**config.mk**
```make
export PLATFORM = sky130hd
export DESIGN_NAME = pid_controller_anti_windup_core
export DESIGN_NICKNAME = d
export VERILOG_FILES = /design/src/rtl/pidaw_pkg.sv /design/src/rtl/pid_controller_anti_windup_core.sv
export SDC_FILE = /design/constraint.sdc
export NUM_CORES = 2
export LEC_CHECK = 0
export BUFFER_PORTS_ARGS = -buffer_cell sky130_fd_sc_hd__buf_2
export CAP_MARGIN = 20
export CORE_MARGIN = 5
export CORE_UTILIZATION = 45
export DETAILED_ROUTE_END_ITERATION = 8
export GPL_TIMING_DRIVEN = 0
export MAX_ROUTING_LAYER = met4
export SLEW_MARGIN = 20
export SYNTH_ARGS = -nofsm -noshare
export SYNTH_HDL_FRONTEND = slang
export SYNTH_SLANG_ARGS = --single-unit
```
**constraint.sdc**
```tcl
create_clock -name clk -period 35.9 [get_ports clk]
set_clock_uncertainty 0.15 [all_clocks]
set_input_delay 3.59 -clock clk [delete_from_list [all_inputs] [get_ports clk]]
set_output_delay 3.59 -clock clk [all_outputs]
set_load 0.005 [all_outputs]
```
**src/rtl/pidaw_pkg.sv**
```systemverilog
// package: widths, register indexes, defaults and saturation helper for the pid core
`default_nettype none

package pidaw_pkg;

  // parameter defaults
  localparam int SAMPLE_WIDTH_DEF = 16;
  localparam int ACC_WIDTH_DEF    = 24;

  // fixed field widths
  localparam int GAIN_W  = 16;
  localparam int TICK_W  = 16;
  localparam int LIMIT_W = 23;
  localparam int OUT_W   = 48;

  // configuration port
  localparam int CFG_IDX_W  = 3;
  localparam int CFG_DATA_W = LIMIT_W;

  localparam logic [CFG_IDX_W-1:0] REG_PROP_GAIN    = 3'd0;
  localparam logic [CFG_IDX_W-1:0] REG_INTEG_GAIN   = 3'd1;
  localparam logic [CFG_IDX_W-1:0] REG_DERIV_GAIN   = 3'd2;
  localparam logic [CFG_IDX_W-1:0] REG_CLAMP_ENABLE = 3'd3;
  localparam logic [CFG_IDX_W-1:0] REG_INTEG_LIMIT  = 3'd4;

  // shared multiplier: 17-bit signed small operand times a 48-bit wide operand,
  // taken as a signed upper half and an unsigned lower half
  localparam int MUL_A_W = GAIN_W + 1;
  localparam int WIDE_W  = OUT_W;
  localparam int SPLIT_W = WIDE_W / 2;
  localparam int MUL_B_W = SPLIT_W + 1;
  localparam int PROD_W  = MUL_A_W + MUL_B_W;
  localparam int MACC_W  = PROD_W + SPLIT_W;

  function automatic logic signed [OUT_W-1:0] sat_out(input logic signed [MACC_W-1:0] v);
    if ((v[MACC_W-1:OUT_W-1] == '0) || (v[MACC_W-1:OUT_W-1] == '1)) begin
      return v[OUT_W-1:0];
    end else if (v[MACC_W-1]) begin
      return {1'b1, {(OUT_W-1){1'b0}}};
    end else begin
      return {1'b0, {(OUT_W-1){1'b1}}};
    end
  endfunction

endpackage

`default_nettype wire

```
**src/rtl/pid_controller_anti_windup_core.sv**
```systemverilog
// pid controller with integrator clamp: sequencer, shared multiplier and serial divider
// one item in flight: a new input transaction is taken only once the previous result is loaded
//   into the output register, which waits while an earlier result is still stalled;
//   elapsed_ticks of 0 skips the integral and derivative products and the divider
// the sequence runs through the single shared 17x25 multiplier (two passes per product, up to four products)
//   and the 2-bit-per-cycle divider for the derivative term
// reset (rst, synchronous): gains, clamp, limit, integrator and previous error clear to zero
`default_nettype none

module pid_controller_anti_windup_core #(
  parameter int SAMPLE_WIDTH = pidaw_pkg::SAMPLE_WIDTH_DEF,
  parameter int ACC_WIDTH    = pidaw_pkg::ACC_WIDTH_DEF
) (
  input  wire                                   clk,
  input  wire                                   rst,
  // configuration
  input  wire                                   cfg_we,
  input  wire  [pidaw_pkg::CFG_IDX_W-1:0]        cfg_index,
  input  wire  [pidaw_pkg::CFG_DATA_W-1:0]       cfg_data,
  // input channel
  input  wire                                   in_valid,
  output logic                                  in_stall,
  input  wire  signed [SAMPLE_WIDTH-1:0]         measured,
  input  wire  signed [SAMPLE_WIDTH-1:0]         setpoint,
  input  wire  [pidaw_pkg::TICK_W-1:0]           elapsed_ticks,
  // output channel
  output logic                                  out_valid,
  input  wire                                   out_stall,
  output logic signed [pidaw_pkg::OUT_W-1:0]     drive,
  output logic signed [pidaw_pkg::OUT_W-1:0]     p_term,
  output logic signed [pidaw_pkg::OUT_W-1:0]     i_term,
  output logic signed [pidaw_pkg::OUT_W-1:0]     d_term
);

  // derived widths
  localparam int ERR_W     = SAMPLE_WIDTH + 1;
  localparam int DIFF_W    = SAMPLE_WIDTH + 2;
  localparam int NUM_W     = pidaw_pkg::GAIN_W + DIFF_W;
  localparam int DIV_STEPS = (NUM_W + 1) / 2;
  localparam int DIV_W     = 2 * DIV_STEPS;
  localparam int CNT_W     = $clog2(DIV_STEPS);
  localparam int BASE_W    = (ACC_WIDTH > ERR_W) ? ACC_WIDTH : ERR_W;
  localparam int BASE2_W   = (BASE_W > pidaw_pkg::LIMIT_W + 1) ? BASE_W : pidaw_pkg::LIMIT_W + 1;
  localparam int SUM_W     = BASE2_W + 1;

  localparam int OUT_W   = pidaw_pkg::OUT_W;
  localparam int WIDE_W  = pidaw_pkg::WIDE_W;
  localparam int SPLIT_W = pidaw_pkg::SPLIT_W;
  localparam int MUL_A_W = pidaw_pkg::MUL_A_W;
  localparam int MUL_B_W = pidaw_pkg::MUL_B_W;
  localparam int PROD_W  = pidaw_pkg::PROD_W;
  localparam int MACC_W  = pidaw_pkg::MACC_W;
  localparam int TICK_W  = pidaw_pkg::TICK_W;
  localparam int LIMIT_W = pidaw_pkg::LIMIT_W;
  localparam int GAIN_W  = pidaw_pkg::GAIN_W;

  // integrator saturation bounds in the wide sum format
  localparam logic signed [SUM_W-1:0] ACC_MAX =
    {{(SUM_W-ACC_WIDTH+1){1'b0}}, {(ACC_WIDTH-1){1'b1}}};
  localparam logic signed [SUM_W-1:0] ACC_MIN = ~ACC_MAX;

  typedef enum logic [3:0] {
    S_IDLE, S_INTEG, S_CLAMP, S_MUL_HI, S_MUL_LO, S_MUL_END, S_DIV, S_DFIN, S_SUM
  } state_t;

  // product currently in the multiplier
  typedef enum logic [1:0] {
    OP_P, OP_KI, OP_TK, OP_KD
  } op_t;

  state_t state;
  op_t    op;

  // configuration registers
  logic signed [GAIN_W-1:0]  prop_gain;
  logic signed [GAIN_W-1:0]  integ_gain;
  logic signed [GAIN_W-1:0]  deriv_gain;
  logic                      clamp_enable;
  logic [LIMIT_W-1:0]        integ_limit;

  // loop state
  logic signed [ACC_WIDTH-1:0] integ_acc;
  logic signed [ERR_W-1:0]     prev_error;

  // per-item working registers
  logic signed [ERR_W-1:0]  err;
  logic signed [DIFF_W-1:0] diff;
  logic [TICK_W-1:0]        ticks;
  logic signed [SUM_W-1:0]  sum_q;
  logic signed [OUT_W-1:0]  p_q;
  logic signed [OUT_W-1:0]  i_q;
  logic signed [OUT_W-1:0]  d_q;
  logic signed [OUT_W-1:0]  tprod;

  // shared multiplier
  logic signed [MUL_A_W-1:0] mul_a;
  logic signed [WIDE_W-1:0]  mul_b;
  logic signed [MUL_B_W-1:0] mul_opnd;
  logic signed [PROD_W-1:0]  mul_out;
  logic signed [PROD_W-1:0]  prod;
  logic signed [PROD_W-1:0]  macc_hi;
  logic signed [MACC_W-1:0]  fin;
  logic signed [OUT_W-1:0]   fin_sat;

  // serial divider
  logic [DIV_W-1:0]     dq;
  logic [DIV_W-1:0]     dq_next;
  logic [TICK_W-1:0]    rem;
  logic [TICK_W-1:0]    rem_next;
  logic                 div_neg;
  logic [CNT_W-1:0]     div_cnt;
  logic signed [NUM_W-1:0] num;
  logic [NUM_W-1:0]     num_mag;
  logic signed [MACC_W-1:0] quo_ext;

  // integrator clamp and saturation
  logic signed [SUM_W-1:0] lim_pos;
  logic signed [SUM_W-1:0] lim_neg;
  logic signed [SUM_W-1:0] sum_clamp;
  logic signed [SUM_W-1:0] sum_sat;

  // final sum
  logic signed [MACC_W-1:0] drive_sum;
  logic                     out_free;

  assign in_stall = (state != S_IDLE);
  assign out_free = !out_valid || !out_stall;

  // configuration writes; indexes beyond the list are dropped
  always_ff @(posedge clk) begin
    if (rst) begin
      prop_gain    <= '0;
      integ_gain   <= '0;
      deriv_gain   <= '0;
      clamp_enable <= 1'b0;
      integ_limit  <= '0;
    end else if (cfg_we) begin
      case (cfg_index)
        pidaw_pkg::REG_PROP_GAIN:    prop_gain    <= cfg_data[GAIN_W-1:0];
        pidaw_pkg::REG_INTEG_GAIN:   integ_gain   <= cfg_data[GAIN_W-1:0];
        pidaw_pkg::REG_DERIV_GAIN:   deriv_gain   <= cfg_data[GAIN_W-1:0];
        pidaw_pkg::REG_CLAMP_ENABLE: clamp_enable <= cfg_data[0];
        pidaw_pkg::REG_INTEG_LIMIT:  integ_limit  <= cfg_data[LIMIT_W-1:0];
        default: ;
      endcase
    end
  end

  // integrator: clamp to +/- limit when enabled, then saturate to the accumulator width
  assign lim_pos = {{(SUM_W-LIMIT_W){1'b0}}, integ_limit};
  assign lim_neg = -lim_pos;

  always_comb begin
    sum_clamp = sum_q;
    if (clamp_enable) begin
      if (sum_q > lim_pos) begin
        sum_clamp = lim_pos;
      end else if (sum_q < lim_neg) begin
        sum_clamp = lim_neg;
      end
    end
    if (sum_clamp > ACC_MAX) begin
      sum_sat = ACC_MAX;
    end else if (sum_clamp < ACC_MIN) begin
      sum_sat = ACC_MIN;
    end else begin
      sum_sat = sum_clamp;
    end
  end

  // one multiplier, fed the signed upper half first and the unsigned lower half second
  assign mul_opnd = (state == S_MUL_HI) ? {mul_b[WIDE_W-1], mul_b[WIDE_W-1:SPLIT_W]}
                                        : {1'b0, mul_b[SPLIT_W-1:0]};
  assign mul_out  = mul_a * mul_opnd;
  assign fin      = {macc_hi, {SPLIT_W{1'b0}}} + {{SPLIT_W{prod[PROD_W-1]}}, prod};
  assign fin_sat  = pidaw_pkg::sat_out(fin);

  // derivative numerator, sign and magnitude for the divider
  assign num     = fin[NUM_W-1:0];
  assign num_mag = num[NUM_W-1] ? NUM_W'(-num) : NUM_W'(num);

  // two restoring divide steps per cycle
  always_comb begin
    logic [TICK_W:0] trial;
    logic [TICK_W:0] diffr;
    rem_next = rem;
    dq_next  = dq;
    for (int k = 0; k < 2; k++) begin
      trial   = {rem_next, dq_next[DIV_W-1]};
      dq_next = {dq_next[DIV_W-2:0], 1'b0};
      diffr   = trial - {1'b0, ticks};
      if (trial >= {1'b0, ticks}) begin
        rem_next   = diffr[TICK_W-1:0];
        dq_next[0] = 1'b1;
      end else begin
        rem_next = trial[TICK_W-1:0];
      end
    end
  end

  assign quo_ext = div_neg ? -{{(MACC_W-DIV_W){1'b0}}, dq} : {{(MACC_W-DIV_W){1'b0}}, dq};

  assign drive_sum = {{(MACC_W-OUT_W){p_q[OUT_W-1]}}, p_q}
                   + {{(MACC_W-OUT_W){i_q[OUT_W-1]}}, i_q}
                   + {{(MACC_W-OUT_W){d_q[OUT_W-1]}}, d_q};

  // sequencer
  always_ff @(posedge clk) begin
    if (rst) begin
      state      <= S_IDLE;
      op         <= OP_P;
      out_valid  <= 1'b0;
      integ_acc  <= '0;
      prev_error <= '0;
      div_cnt    <= '0;
    end else begin
      // a taken result clears unless the final sum step reloads it in the same cycle
      if (out_valid && !out_stall && state != S_SUM) begin
        out_valid <= 1'b0;
      end
      case (state)
        S_IDLE: begin
          if (in_valid) begin
            err   <= ERR_W'(setpoint) - ERR_W'(measured);
            ticks <= elapsed_ticks;
            state <= S_INTEG;
          end
        end
        S_INTEG: begin
          sum_q      <= {{(SUM_W-ACC_WIDTH){integ_acc[ACC_WIDTH-1]}}, integ_acc}
                      + {{(SUM_W-ERR_W){err[ERR_W-1]}}, err};
          diff       <= DIFF_W'(err) - DIFF_W'(prev_error);
          prev_error <= err;
          state      <= S_CLAMP;
        end
        S_CLAMP: begin
          integ_acc <= sum_sat[ACC_WIDTH-1:0];
          // proportional product first
          op    <= OP_P;
          mul_a <= MUL_A_W'(prop_gain);
          mul_b <= WIDE_W'(err);
          state <= S_MUL_HI;
        end
        S_MUL_HI: begin
          prod  <= mul_out;
          state <= S_MUL_LO;
        end
        S_MUL_LO: begin
          macc_hi <= prod;
          prod    <= mul_out;
          state   <= S_MUL_END;
        end
        S_MUL_END: begin
          case (op)
            OP_P: begin
              p_q <= fin_sat;
              if (ticks == '0) begin
                // zero interval: integral and derivative terms vanish
                i_q   <= '0;
                d_q   <= '0;
                state <= S_SUM;
              end else begin
                op    <= OP_KI;
                mul_a <= MUL_A_W'(integ_gain);
                mul_b <= WIDE_W'(integ_acc);
                state <= S_MUL_HI;
              end
            end
            OP_KI: begin
              tprod <= fin_sat;
              op    <= OP_TK;
              mul_a <= {1'b0, ticks};
              mul_b <= fin_sat;
              state <= S_MUL_HI;
            end
            OP_TK: begin
              i_q   <= fin_sat;
              op    <= OP_KD;
              mul_a <= MUL_A_W'(deriv_gain);
              mul_b <= WIDE_W'(diff);
              state <= S_MUL_HI;
            end
            OP_KD: begin
              dq      <= DIV_W'(num_mag);
              rem     <= '0;
              div_neg <= num[NUM_W-1];
              div_cnt <= CNT_W'(DIV_STEPS - 1);
              state   <= S_DIV;
            end
            default: state <= S_IDLE;
          endcase
        end
        S_DIV: begin
          dq  <= dq_next;
          rem <= rem_next;
          if (div_cnt == '0) begin
            state <= S_DFIN;
          end else begin
            div_cnt <= div_cnt - 1'b1;
          end
        end
        S_DFIN: begin
          // quotient truncated toward zero, sign restored
          d_q   <= pidaw_pkg::sat_out(quo_ext);
          state <= S_SUM;
        end
        S_SUM: begin
          // wait here while a previous result is still held in the output register
          if (out_free) begin
            drive     <= pidaw_pkg::sat_out(drive_sum);
            p_term    <= p_q;
            i_term    <= i_q;
            d_term    <= d_q;
            out_valid <= 1'b1;
            state     <= S_IDLE;
          end
        end
        default: state <= S_IDLE;
      endcase
    end
  end

  // tprod is the saturated ki*integrator product fed back as the next wide operand
  logic tprod_fed;
  assign tprod_fed = (tprod == mul_b);

  a_accept_starts: assert property (@(posedge clk) disable iff (rst)
    (in_valid && !in_stall) |=> (state == S_INTEG))
    else $error("accepted transaction did not start the integrator step");

  a_result_from_sum: assert property (@(posedge clk) disable iff (rst)
    $rose(out_valid) |-> ($past(state) == S_SUM))
    else $error("result transaction raised outside the final sum step");

  a_div_done: assert property (@(posedge clk) disable iff (rst)
    (state == S_DIV && div_cnt == '0) |=> (state == S_DFIN))
    else $error("divider did not finish after its last step");

  a_zero_ticks: assert property (@(posedge clk) disable iff (rst)
    (state == S_SUM && ticks == '0) |-> (i_q == '0 && d_q == '0))
    else $error("zero interval left a nonzero integral or derivative term");

  a_prev_error: assert property (@(posedge clk) disable iff (rst)
    (state != S_IDLE && state != S_INTEG) |-> (prev_error == err))
    else $error("previous error not updated after the integrator step");

  a_tk_operand: assert property (@(posedge clk) disable iff (rst)
    (state == S_MUL_HI && op == OP_TK) |-> tprod_fed)
    else $error("ticks product started on the wrong operand");

endmodule

`default_nettype wire

```
==> impl_metrics.py <==
metrics = {
    "cts": {
        "clock_path_buffers": 3,
        "postCtsHoldBufs": 0,
        "path_clk_slew_ns": 0.06,
        "root_buffer": "clkbuf_16",
        "cts_tree": "yes",
        "cts_setup_buffers": 0,
        "ctsResizeCount": 0,
        "cts_buffers": 84,
        "cts_num_sinks": 737,
        "ctsHtreeMaxLevel": 3,
        "clock_latency_ns": 0.70,
    },
    "global_route": {
        "grt_usage": 0.271,
        "grt_max_degree": 27,
        "grt_pass1_vias": 42879,
        "grt_pass1_wl_microns": 264000,
        "gr-total-overflow": 0,
        "antenna_found_initial": 5,
    },
    "synthesis": {
        "synth-seq-area-share": 0.374,
        "post_synth_num_cell_types": 97,
        "post-synth-top-count-cell": "nand2_1",
        "synth_top_flop_cell": "edfxtp_1",
        "ys_warn_count": 0,
        "syn_nets": 6376,
        "netlist_instances": 5490,
        "yosys.area.top_type": "edfxtp_1",
        "synth_top_area_frac": 0.329,
        "avgSynthCellArea_sq_um": 10.2,
        "async_reset_ff_frac": 0,
        "synth_common_cells": "626 x nand2_1, 612 x edfxtp_1, 592 x inv_1, 471 x fa_1, 403 x nor2_1",
        "ys_ff_latch": 737,
        "synth-edff-count": 612,
        "netlist_area_sq_mm": 0.0558,
        "ys_top_cells_by_area": "edfxtp_1 33%, fa_1 17%, ha_1 7.5%",
    },
    "timing": {
        "worstMarginPinSlew_ns": 1.20,
        "timing.slew.headroom": 0.176,
        "holdWs_ns": 0.305,
        "fmax_mhz": 100,
        "drv_slew": 0,
        "post-route-period-util": 0.277,
        "rsz0062_at_grt": "false",
        "setup_viol": 0,
        "min_period_ns": 9.95,
        "fin_tns_setup_ns": 0,
        "finalHoldViolCount": 0,
    },
    "cells_and_area": {
        "drive_gt1_frac": 0.0995,
        "fin_util": 0.508,
        "fin_area_sq_mm": 0.0627,
        "area_growth_pct": 12.3,
        "nNetsFinal": 6785,
    },
    "critical_path": {
        "path_common_cell": "fa_1",
        "arrival_ns": 10.24,
        "slowest_delay_ns": 0.97,
        "crit_type": "reg2reg",
        "crit_path_max_fanout": 10,
        "crit_path_top_delay_cell": "mux2i_1",
        "cp.required_ns": 36.19,
        "endpoint_kind": "flop",
        "worstSetupStartpointType": "flop",
    },
    "placement": {
        "postPlaceCellArea_sq_mm": 0.0598,
        "place.gp.congestion": 0.974,
        "port-buffer-count": 271,
        "dp_hpwl_microns": 142000,
    },
    "floorplan": {
        "chipWidth_microns": 362,
        "die-area_sq_mm": 0.131,
        "fp-row-count": 129,
        "fp.coreArea_sq_mm": 0.123,
        "ios": 273,
        "die_h_microns": 362,
        "floorplan.initialDensity": 0.452,
    },
    "detailed_routing": {
        "drt-initial-drc-count": 3640,
        "ant_nets": 0,
        "vias": 42659,
        "wl_microns": 173000,
        "vias_per_cell": 5.60,
        "drc": 0,
        "avgRoutedWirePerCell_microns": 22.8,
        "dr.pass1.iters": 6,
    },
    "power_and_ir_drop": {
        "p_leak_uw": 0.0257,
        "irDropWorstVdd_mv": 0.0806,
        "power.density_mw_per_mm2": 64.3,
    },
    "outcome": {
        "status": "complete, no violations",
    },
    "job": {
        "maxCapViolCount": 0,
    },
    "min_path": {
        "hp-class": "reg2reg",
    },
}
state kept, by name (all words and copies together) (netlist names), 48 cells and up:
register / cells
d_q: 48
d_term: 48
drive: 48
i_q: 48
i_term: 48
mul_b: 48
p_q: 48
p_term: 48
worst paths after layout:
check                                    start              to  slack (ns)  depth (start not counted)
worst max-delay path                  state[1]        prod[40]       25.95                         29
worst max register to register        state[1]        prod[40]       25.95                         29
worst min register to register  prev_error[14]  prev_error[14]        0.30                          2
worst min-delay path            prev_error[14]  prev_error[14]        0.30                          2
per-layer routing:
| metal | vias up | GRT usage | wire (microns) |
|---|---|---|---|
| li1 | 19797 | - | - |
| met1 | 20900 | 0.362 | 75300 |
| met2 | 1640 | 0.425 | 78900 |
| met3 | 322 | 0.0425 | 12500 |
| met4 | 0 | 0.0916 | 6690 |
| met5 | - | - | 0 |
layout make-up:
type | count | area [sq um]
Fill cell | 11356 | 60800
Multi-Input combinational cell | 3920 | 31800
Sequential cell | 737 | 20900
Inverter | 594 | 2230
Clock buffer | 98 | 2220
Tap cell | 1637 | 2050
Timing Repair Buffer | 323 | 1920
Buffer | 239 | 972
Clock inverter | 60 | 602
Antenna cell | 5 | 12.5
report_power, final:
part / internal, uW / switching [uW] / leakage [uW]
registers: 1060 / 42.2 / 0.00665
logic: 841 / 1220 / 0.0177
clock network: 500 / 375 / 0.00137
kinds of logic (layout without fill, tap and decap cells):
kind of cell,after synthesis,after routing,synth area share
and+or+nand+nor,1640,1640,0.138
AOI/OAI and AO/OA,1145,1145,0.133
buffers and inverters,833,1314,0.0574
muxes,52,52,0.0100
adders and majority gates,818,818,0.246
DFF,737,737,0.374
xor gates and xnor gates,265,265,0.0416
other,0,5,0
stage by stage:
| step | total power, uW | setup WS, ns | instances |
|---|---|---|---|
| final | 4030 | 25.95 | 7613 |
| after global routing | 4350 | 25.49 | 7611 |
| after CTS | 4040 | 26.07 | 7607 |
| after detailed placement | 3150 | 26.12 | 7449 |
| after global placement | 3130 | 11.63 | 7398 |
| after floorplan | 2620 | 16.85 | 5490 |
critical path: cells and delay by family (launching register included):
kind	cells	cell delay, ns
AO/OA/AOI/OAI	8	1.79
XOR/XNOR	1	0.08
adder cells (fa/ha/maj)	7	3.63
buffers and inverters	7	1.49
flip-flops	1	0.31
multiplexers	1	0.97
AND/OR/NAND/NOR	5	1.25
cells in the final DEF, fill, tap and decap left out, drive strengths merged, types with 257 or more instances in the layout:
cell    count
a21oi     342
buf       361
clkbuf    299
edfxtp    612
fa        471
ha        336
inv       601
nand2     627
nor2      403
o21ai     257
Note: power is estimated with default switching activity, not from simulation.
